**src/rtl/psfp_pkg.sv**
```systemverilog
// shared types and constants for the particle sensor frame parser
// no dependencies

package psfp_pkg;

  // frame layout
  localparam logic [7:0] START_BYTE = 8'h42;
  localparam logic [4:0] LAST_POS   = 5'd31;
  localparam logic [4:0] SUM_LEN    = 5'd30;
  localparam int unsigned NUM_WORDS = 12;
  // first measurement word sits at word 2 of the frame (after header and length)
  localparam logic [3:0] FIRST_WORD = 4'd2;
  // measurement words holding the six particle counts
  localparam int unsigned FIRST_COUNT = 6;
  localparam logic [3:0] LAST_INDEX   = 4'(NUM_WORDS - 1);

  typedef logic [7:0]  byte_t;
  typedef logic [15:0] word_t;
  typedef logic [3:0]  word_idx_t;
  typedef word_t [NUM_WORDS-1:0] word_arr_t;

  typedef enum logic [1:0] {
    STAT_OK   = 2'd0,
    STAT_CSUM = 2'd1,
    STAT_ZERO = 2'd2
  } frame_status_t;

  // frame completion handed from parser to emitter
  typedef struct packed {
    logic          done;
    frame_status_t status;
  } frame_info_t;

endpackage

```
**src/rtl/psfp_parser.sv**
```systemverilog
// byte parser: start hunt, running sum, word assembly and measurement store
// depends on psfp_pkg

module psfp_parser (
  input  logic                    clk,
  input  logic                    rst_n,
  input  logic                    accept,
  input  psfp_pkg::byte_t         rx_byte,
  output logic                    at_last_byte,
  output psfp_pkg::frame_info_t   info,
  output psfp_pkg::word_arr_t     words
);

  logic                in_frame_r, in_frame_nxt;
  logic [4:0]          pos_r, pos_nxt;
  psfp_pkg::word_t     sum_r, sum_nxt;
  psfp_pkg::byte_t     hi_r, hi_nxt;
  psfp_pkg::word_arr_t words_r;

  psfp_pkg::word_t     assembled;
  psfp_pkg::word_idx_t widx;
  psfp_pkg::word_idx_t store_idx;
  logic                store_en;
  logic                counts_zero;

  assign assembled    = {hi_r, rx_byte};
  assign widx         = pos_r[4:1];
  assign store_idx    = widx - psfp_pkg::FIRST_WORD;
  assign at_last_byte = in_frame_r && (pos_r == psfp_pkg::LAST_POS);
  assign store_en     = accept && in_frame_r && pos_r[0] &&
                        (widx >= psfp_pkg::FIRST_WORD) &&
                        (store_idx < psfp_pkg::LAST_INDEX + 4'd1);

  // frame state update
  always_comb begin
    in_frame_nxt = in_frame_r;
    pos_nxt      = pos_r;
    sum_nxt      = sum_r;
    hi_nxt       = hi_r;
    if (accept) begin
      if (!in_frame_r) begin
        if (rx_byte == psfp_pkg::START_BYTE) begin
          in_frame_nxt = 1'b1;
          pos_nxt      = 5'd1;
          sum_nxt      = {8'd0, rx_byte};
          hi_nxt       = rx_byte;
        end
      end else begin
        if (pos_r < psfp_pkg::SUM_LEN) begin
          sum_nxt = sum_r + {8'd0, rx_byte};
        end
        if (!pos_r[0]) begin
          hi_nxt = rx_byte;
        end
        if (pos_r == psfp_pkg::LAST_POS) begin
          in_frame_nxt = 1'b0;
          pos_nxt      = 5'd0;
        end else begin
          pos_nxt = pos_r + 5'd1;
        end
      end
    end
  end

  always_ff @(posedge clk) begin
    if (!rst_n) begin
      in_frame_r <= 1'b0;
      pos_r      <= 5'd0;
      sum_r      <= '0;
      hi_r       <= '0;
    end else begin
      in_frame_r <= in_frame_nxt;
      pos_r      <= pos_nxt;
      sum_r      <= sum_nxt;
      hi_r       <= hi_nxt;
    end
  end

  // measurement store, one entry per word
  always_ff @(posedge clk) begin
    for (int k = 0; k < psfp_pkg::NUM_WORDS; k++) begin
      if (store_en && (store_idx == 4'(k))) begin
        words_r[k] <= assembled;
      end
    end
  end

  // particle counts all zero
  always_comb begin
    counts_zero = 1'b1;
    for (int k = psfp_pkg::FIRST_COUNT; k < psfp_pkg::NUM_WORDS; k++) begin
      if (words_r[k] != '0) begin
        counts_zero = 1'b0;
      end
    end
  end

  // frame end: the final word is the received checksum
  always_comb begin
    info.done = accept && at_last_byte;
    if (sum_r != assembled) begin
      info.status = psfp_pkg::STAT_CSUM;
    end else if (counts_zero) begin
      info.status = psfp_pkg::STAT_ZERO;
    end else begin
      info.status = psfp_pkg::STAT_OK;
    end
  end

  assign words = words_r;

endmodule

```
**src/rtl/psfp_emitter.sv**
```systemverilog
// result emitter: frame holding buffer and output register
// depends on psfp_pkg

module psfp_emitter (
  input  logic                  clk,
  input  logic                  rst_n,
  input  psfp_pkg::frame_info_t info,
  input  psfp_pkg::word_arr_t   words,
  output logic                  busy,
  output logic                  out_valid,
  input  logic                  out_ready,
  output logic [3:0]            out_word_index,
  output logic [15:0]           out_word_value,
  output logic [1:0]            out_frame_status,
  output logic                  out_last_word
);

  psfp_pkg::word_arr_t     buf_r;
  psfp_pkg::frame_status_t status_r;
  psfp_pkg::word_idx_t     cnt_r, cnt_nxt;
  logic                    busy_r, busy_nxt;
  logic                    valid_r, valid_nxt;
  psfp_pkg::word_idx_t     idx_r;
  psfp_pkg::word_t         value_r;
  psfp_pkg::frame_status_t ostat_r;
  logic                    last_r;
  logic                    move;
  logic                    load;

  assign load = info.done && !busy_r;
  assign move = busy_r && (!valid_r || out_ready);

  // buffer control
  always_comb begin
    cnt_nxt   = cnt_r;
    busy_nxt  = busy_r;
    valid_nxt = valid_r;
    if (out_ready) begin
      valid_nxt = 1'b0;
    end
    if (load) begin
      cnt_nxt  = '0;
      busy_nxt = 1'b1;
    end else if (move) begin
      valid_nxt = 1'b1;
      cnt_nxt   = cnt_r + 4'd1;
      if (cnt_r == psfp_pkg::LAST_INDEX) begin
        busy_nxt = 1'b0;
      end
    end
  end

  always_ff @(posedge clk) begin
    if (!rst_n) begin
      cnt_r   <= '0;
      busy_r  <= 1'b0;
      valid_r <= 1'b0;
    end else begin
      cnt_r   <= cnt_nxt;
      busy_r  <= busy_nxt;
      valid_r <= valid_nxt;
    end
  end

  // payload capture
  always_ff @(posedge clk) begin
    if (load) begin
      buf_r    <= words;
      status_r <= info.status;
    end
    if (move) begin
      idx_r   <= cnt_r;
      value_r <= buf_r[cnt_r];
      ostat_r <= status_r;
      last_r  <= (cnt_r == psfp_pkg::LAST_INDEX);
    end
  end

  assign busy             = busy_r;
  assign out_valid        = valid_r;
  assign out_word_index   = idx_r;
  assign out_word_value   = value_r;
  assign out_frame_status = ostat_r;
  assign out_last_word    = last_r;

endmodule

```
**src/rtl/particle_sensor_frame_parser_top.sv**
```systemverilog
// Particle sensor frame parser: takes one serial byte per item, hunts for the
// start byte 0x42, collects a 32-byte frame with a 16-bit additive checksum
// over bytes 0..29, and after byte 31 emits twelve measurement-word items,
// each carrying the frame status (ok, checksum mismatch, or all particle
// counts zero). Input bytes are taken one per cycle. The twelve results
// of a frame leave from a holding buffer one per cycle, while out_ready
// is high, through the output register as the next frame's bytes keep
// arriving; only the final byte of a following frame waits if the
// previous frame's results are not yet all moved into the output register.
// depends on psfp_pkg, psfp_parser, psfp_emitter

module particle_sensor_frame_parser_top (
  input  logic        clk,
  input  logic        rst_n,
  input  logic        in_valid,
  output logic        in_ready,
  input  logic [7:0]  in_rx_byte,
  output logic        out_valid,
  input  logic        out_ready,
  output logic [3:0]  out_word_index,
  output logic [15:0] out_word_value,
  output logic [1:0]  out_frame_status,
  output logic        out_last_word
);

  logic                  accept;
  logic                  at_last_byte;
  logic                  busy;
  psfp_pkg::frame_info_t info;
  psfp_pkg::word_arr_t   words;

  // hold the frame-ending byte while the buffer is still draining
  assign in_ready = !(at_last_byte && busy);
  assign accept   = in_valid && in_ready;

  psfp_parser u_parser (
    .clk          (clk),
    .rst_n        (rst_n),
    .accept       (accept),
    .rx_byte      (in_rx_byte),
    .at_last_byte (at_last_byte),
    .info         (info),
    .words        (words)
  );

  psfp_emitter u_emitter (
    .clk              (clk),
    .rst_n            (rst_n),
    .info             (info),
    .words            (words),
    .busy             (busy),
    .out_valid        (out_valid),
    .out_ready        (out_ready),
    .out_word_index   (out_word_index),
    .out_word_value   (out_word_value),
    .out_frame_status (out_frame_status),
    .out_last_word    (out_last_word)
  );

endmodule
```
**config.mk**
```make
export PLATFORM = sky130hd
export DESIGN_NAME = particle_sensor_frame_parser_top
export DESIGN_NICKNAME = d
export VERILOG_FILES = /design/src/rtl/psfp_pkg.sv /design/src/rtl/psfp_parser.sv /design/src/rtl/psfp_emitter.sv /design/src/rtl/particle_sensor_frame_parser_top.sv
export SDC_FILE = /design/constraint.sdc
export NUM_CORES = 1
export LEC_CHECK = 0
export ABC_AREA = 1
export BUFFER_PORTS_ARGS = -buffer_cell sky130_fd_sc_hd__buf_2
export CORE_MARGIN = 2
export CORE_UTILIZATION = 50
export DETAILED_ROUTE_END_ITERATION = 10
export PLACE_DENSITY_LB_ADDON = 0.05
export SYNTH_ARGS = -nofsm -noshare
export SYNTH_HDL_FRONTEND = slang
export SYNTH_SLANG_ARGS = --single-unit
export TNS_END_PERCENT = 5
```
**constraint.sdc**
```tcl
create_clock -name clk -period 5 [get_ports clk]
set_input_delay 0 -clock clk [delete_from_list [all_inputs] [get_ports clk]]
set_output_delay 0 -clock clk [all_outputs]
set_load 0.01 [all_outputs]
```
Word-level counts from Yosys, hierarchy flattened
Index checks and enable logic that the tools add are counted.
{"block": "totals", "regBits": 445, "inputBits": 12, "out_inout_bits": 25, "word_cells": 130}
{"block": "classes", "n_addsub": 4, "order_cmp": 4, "eq_ne": 17, "mux": 27, "bitwise": 1, "reduce_logical": 41}
{"op": "16-bit nonzero test", "count": 6}
{"op": "16-bit binary-select mux with 4-bit select", "count": 1}
{"op": "16-bit two-way mux", "count": 4}
{"op": "8-bit two-way mux", "count": 3}
{"op": "1-bit logical AND", "count": 22}
{"op": "4-bit == test, second input constant", "count": 5}
{"op": "16-bit by 8-bit adder with 16-bit output", "count": 1}
{"op": "4-bit by 3-bit == test with 1-bit output, second input constant", "count": 4}
{"op": "16-bit != test", "count": 1}
{"op": "1-bit two-way mux", "count": 15}
{"op": "5-bit two-way mux", "count": 3}
{"op": "4-bit by 2-bit == test with 1-bit output, second input constant", "count": 2}
{"op": "8-bit by 7-bit == test with 1-bit output, second input constant", "count": 1}
{"op": "3-bit AND reduction", "count": 2}
{"op": "2-bit nonzero test", "count": 3}
{"op": "5-bit by 1-bit adder with 5-bit output, second input constant", "count": 1}
{"op": "5-bit == test, second input constant", "count": 1}
{"op": "4-bit by 5-bit less-than comparator with 1-bit output, second input constant", "count": 1}
{"op": "5-bit less-than comparator, second input constant", "count": 1}
{"op": "4-bit by 1-bit adder with 4-bit output, second input constant", "count": 1}
{"op": "4-bit by 1-bit == test with 1-bit output, second input constant", "count": 1}
{"op": "4-bit by 2-bit >= comparator with 1-bit output, second input constant", "count": 1}
{"op": "4-bit zero test", "count": 1}
{"op": "4-bit less-than comparator, second input constant", "count": 1}
{"op": "8 further kinds", "count": 12}

Logic depth before layout (Yosys ltp)
{"block": "logic_depth", "word_depth": 10, "ltp_mapped": 15, "depth_no_buf": 15}

Modules after synthesis
Synthesis repeated with hierarchy kept, for this count alone.
{"block": "hier_totals", "cells_unflattened": 1333, "hier_area_um2": 17125.2}
{"mod": "psfp_emitter", "instances": 1, "cells_per_inst": 772, "area_per_inst_um2": 8992.4, "seq_area_each_um2": 6636.4}
{"mod": "psfp_parser", "instances": 1, "cells_per_inst": 558, "area_per_inst_um2": 8116.5, "seq_area_each_um2": 6366.1}
{"mod": "particle_sensor_frame_parser_top", "instances": 1, "cells_per_inst": 3, "area_per_inst_um2": 16.3, "seq_area_each_um2": 0.0}

Worst setup path before layout
Ideal clock, no wire load.
{"block": "synth_timing", "kind": "flip-flop to flip-flop", "startpoint": "reg u_parser.pos_r[2]", "endpoint": "reg u_emitter.buf_r[0] (netlist name) (enable)", "setup_ns": 0.546, "arrival_time_ns": 5.017, "required_time_ns": 4.454, "slack_ns": -0.563, "path_stages_with_launch": 12, "path_buffers": 0, "period_less_slack_ns": 5.563, "path_cell_list": "dfxtp_1 ha_1 nand2_1 inv_1 ha_1 nand2_1 inv_2 nand2_4 nand2_2 inv_4 nand2_1 inv_1"}
{"block": "synth_via", "elab_chain_cells": 7}
{"item": "from (decl)", "line_no": "psfp_parser.sv:15", "source": "logic [4:0] pos_r, pos_nxt;"}
{"item": "from (signal assigned)", "line_no": "psfp_parser.sv:73", "source": "pos_r <= pos_nxt;"}
{"item": "5-bit == test", "line_no": "psfp_parser.sv:29", "source": "assign at_last_byte = in_frame_r && (pos_r == psfp_pkg::LAST_POS);"}
{"item": "1-bit logical AND", "line_no": "psfp_parser.sv:29"}
{"item": "1-bit logical AND", "line_no": "particle_sensor_frame_parser_top.sv:33", "source": "assign in_ready = !(at_last_byte && busy);"}
{"item": "1-bit zero test", "line_no": "particle_sensor_frame_parser_top.sv:33"}
{"item": "named net in_ready", "line_no": "particle_sensor_frame_parser_top.sv:16", "source": "output logic in_ready,"}
{"item": "1-bit logical AND", "line_no": "particle_sensor_frame_parser_top.sv:34", "source": "assign accept = in_valid && in_ready;"}
{"item": "1-bit logical AND", "line_no": "psfp_parser.sv:100", "source": "info.done = accept && at_last_byte;"}
{"item": "1-bit logical AND", "line_no": "psfp_emitter.sv:30", "source": "assign load = info.done && !busy_r;"}
{"item": "to (signal assigned)", "line_no": "psfp_emitter.sv:68", "source": "buf_r <= words;"}
{"item": "to (decl)", "line_no": "psfp_emitter.sv:18", "source": "psfp_pkg::word_arr_t buf_r;"}
The timed path passes the listed nets, and every way through them passes these cells.
A chain may end at the register's enable or synchronous reset.

Final worst setup path
{"block": "layout_timing", "startpoint": "reg u_parser.pos_r[2]", "endpoint": "reg u_parser.words_r (netlist bit u_parser.words[81]) (enable)"}
{"block": "layout_via", "elab_chain_cells": 10, "word_cells_on_any_way": 14, "classes_between": "add/sub: 1; order compare: 2; eq/ne: 2; reduce/logical: 9"}
{"item": "parallel branches: the longest is 9 deep, another holds 4-bit by 2-bit subtractor with 4-bit output"}
{"item": "1-bit logical AND (*)", "line_no": "psfp_parser.sv:82", "source": "if (store_en && (store_idx == 4'(k))) begin"}
{"item": "to (signal, indexed assignment)", "line_no": "psfp_parser.sv:83", "source": "words_r[k] <= assembled;"}
{"item": "to (decl)", "line_no": "psfp_parser.sv:18", "source": "psfp_pkg::word_arr_t words_r;"}
Every way passes the cells marked *.

==> qor.yml <==
status:
  outcome: "finished clean"
cells_and_area:
  final_layout_size_suffix_gt1_share_pct: 11.7
  fill_cells: 2642
  nNetsFinal: 1265
  antenna_cells: 0
  stdcell_area_sq_um: 18900
  area_delta_synth_final_pct: 13.6
clock_network:
  clock_sinks: 445
  cts_tree: "yes"
  clock_path_buffers: 3
  cts_buffers: 46
  path_clk_slew_ns: 0.07
  cts_setup_buffers: 0
  clkLatencyLatePin_ns: 0.56
  cts_resized: 0
  htreeDepth: 2
  cts-root-buf: "clkbuf_16"
  postCtsHoldBufs: 11
floorplan:
  die_h_um: 186
  row_count: 66
  core-area_sq_um: 32600
  die_area_sq_um: 34700
  io_pins: 37
  initial_core_util_pct: 51.0
  die_w_um: 186
drt:
  drc: 0
  vias: 9594
  viasPerCell: 5.59
  drtIter0Drc: 992
  first_pass_iters: 5
  wire_per_inst_um: 22.7
  route.antenna.remaining_nets: 0
  routed_wl_mm: 39.0
grt:
  antenna_found_initial: 1
  overflow: 0
  grt_pass1_vias: 9311
  grt_usage_pct: 22.4
  grt_pass1_wl_mm: 57.6
  grt_max_degree: 195
yosys:
  synth_cell_types: 47
  synthCells: 1174
  async_reset_ff_share_pct: 0
  synth_nets: 1201
  synth_edf_count: 409
  syn_area_per_cell_sq_um: 14.2
  ys_seq_area_share_pct: 78.2
  yosys-top-cells-area: "edfxtp_1 74%, dfxtp_1 4.3%, nor2_1 4.0%, o21ai_0 3.5%, nand2_1 2.6%"
  yosysTopAreaCellShare_pct: 73.9
  ys_warn_count: 0
  synth.cell_area_sq_um: 16600
  synth-seq-cells: 445
  synth-main-ff-cell: "edfxtp_1"
  synth.largest_area_cell: "edfxtp_1"
setup_path:
  crit_fanout: 16
  worstPathCellList: "ha_1 > nand2_1 > inv_1 > ha_1 > nand2_1 > inv_2 > nand2_4 > nand2_2 > nor3_2 > nand2_1 > nor2_2"
  cp_top_family: "simple AND/OR/NAND/NOR gates"
  worst_setup_path_end_kind: "flop"
  critPathBufInv: 2
  path_class: "flop to flop"
  timing.critical_path.mode_cell: "nand2_1"
  max_stage_delay_ns: 0.84
  worst_ep_arrival_time_ns: 3.02
  worstSetupStartpointType: "flop"
  cp_data_required_time_ns: 5.16
  cp_slowest_cell: "nor2_2"
place:
  place_hpwl_mm: 24.2
  routabilityCongestion: 0.791
  dpl_cell_area_sq_um: 17300
  port-buffer-count: 36
job:
  maxCapViolCount: 0
min_path:
  min_path_type: "primary input to flop"
sta:
  timing.fmax_ghz: 0.350
  rsz0062_at_grt: "no"
  period_share_pct: 57.2
  layout_min_cycle_time_ns: 2.86
  worst_slew_pin_slew_ns: 1.12
  setup_viol: 0
  slew_viol_final: 0
  max_slew_margin_pct: 25.4
  final_hold_viol_count: 0
  fin_skew_ns: 0.0290
  setup_tns_ns: 0
power_and_ir_drop:
  ir_worst_vdd_v: 0.000325
  power.density_nw_per_um2: 393
  p_leak_nw: 6.36
cells in the mapped netlist, types with 7 or more instances:
master,number
buf_2,13
nor2_1,179
dfxtp_1,36
ha_1,14
a21oi_1,27
nand4_1,10
clkbuf_1,26
nand3_1,55
o221ai_1,25
o21ai_0,117
nor4_1,10
nand2_1,116
nor3_1,8
inv_1,45
o22ai_1,23
o211ai_1,7
edfxtp_1,409
cell type report:
class	instances	area, sq um	share of cell area [%]
clock buffers	63	1230	6.54
clock inverters	22	235	1.25
inverters	54	209	1.11
multi-input cells	631	3230	17.1
flip-flops and latches	445	13000	68.9
well taps	442	553	2.93
repair buffers	60	400	2.12
where the power goes:
group | switching (mW) | internal, mW | total, mW
clock network | 1.39 | 1.95 | 3.33
logic | 0.0497 | 0.0180 | 0.0677
registers | 0.00180 | 4.01 | 4.02
total | 1.44 | 5.98 | 7.41
metal layers:
metal	wire, um	track usage [%]	up-vias
li1	-	-	4460
met1	17500	32.2	4773
met2	18200	35.5	294
met3	2210	3.42	67
met4	1100	7.08	0
met5	0	0	-
path summary, 6_finish.rpt:
kind | start | end | slack [ns] | depth (start not counted)
hold / removal | out_ready | u_emitter.out_valid | 0.27 | 5
setup reg to reg | u_parser.pos_r[2] | u_parser.words[81] | 2.14 | 11
setup / recovery | u_parser.pos_r[2] | u_parser.words[81] | 2.14 | 11
hold reg to reg | u_parser.words[71] | u_emitter.buf_r[71] | 0.41 | 0
per-stage QoR:
step	total power, mW	setup WS, ns	std cells	hold slack [ns]	utilization (%)
after CTS	7.47	2.13	1717	0.255	57.9
after global placement	4.16	2.20	1621	0.306	53.0
after global routing	7.62	1.87	1717	0.311	57.9
final	7.41	2.14	1717	0.265	57.9
after floorplan	4.12	0.459	1174	0.0989	-
after detailed placement	4.16	2.17	1621	0.299	53.0
logic make-up (layout without fill, tap and decap cells):
kind of cell | Yosys count | count (layout) | share of synthesized area (%)
buffers and inverters | 98 | 199 | 2.42
xor gates and xnor gates | 6 | 6 | 0.316
AOI/OAI and AO/OA | 209 | 209 | 7.31
DFF | 445 | 445 | 78.2
adders and majority gates | 15 | 15 | 1.17
and+or+nand+nor | 401 | 401 | 10.5
cell usage in the layout, fill, tap and decap left out, types with 9 or more instances in the layout:
cell type      instances
clkbuf_1              15
nor4_1                10
clkinv_1               9
nand2_1              116
nand3_1               55
inv_1                 44
o22ai_1               23
ha_1                  14
nor2_1               172
dlygate4sd3_1         11
clkbuf_16             46
buf_4                 12
dfxtp_1               34
buf_2                 36
o221ai_1              25
a21oi_1               27
nand4_1               10
o21ai_0              117
edfxtp_1             409
sequential cells by signal (all words and copies together), names as in the netlist:
name / cells
u_emitter.buf_r: 192
u_parser.words: 192
u_emitter.out_word_value: 16
u_parser.sum_r: 16
u_parser.hi_r: 8
u_parser.pos_r: 5
u_emitter.cnt_r: 4
u_emitter.out_word_index: 4
u_emitter.out_frame_status: 2
u_emitter.status_r: 2
u_emitter.busy: 1
u_emitter.out_last_word: 1
u_emitter.out_valid: 1
u_parser.in_frame_r: 1
worst reg2reg max path: stages (launching register included):
cell and delay, ns:
dfxtp_1 0.36, ha_1 0.22, nand2_1 0.06, inv_1 0.04, ha_1 0.18, nand2_1 0.10
inv_2 0.07, nand2_4 0.06, nand2_2 0.08, nor3_2 0.28, nand2_1 0.16, nor2_2 0.84
(Power assumes the default switching activity.)
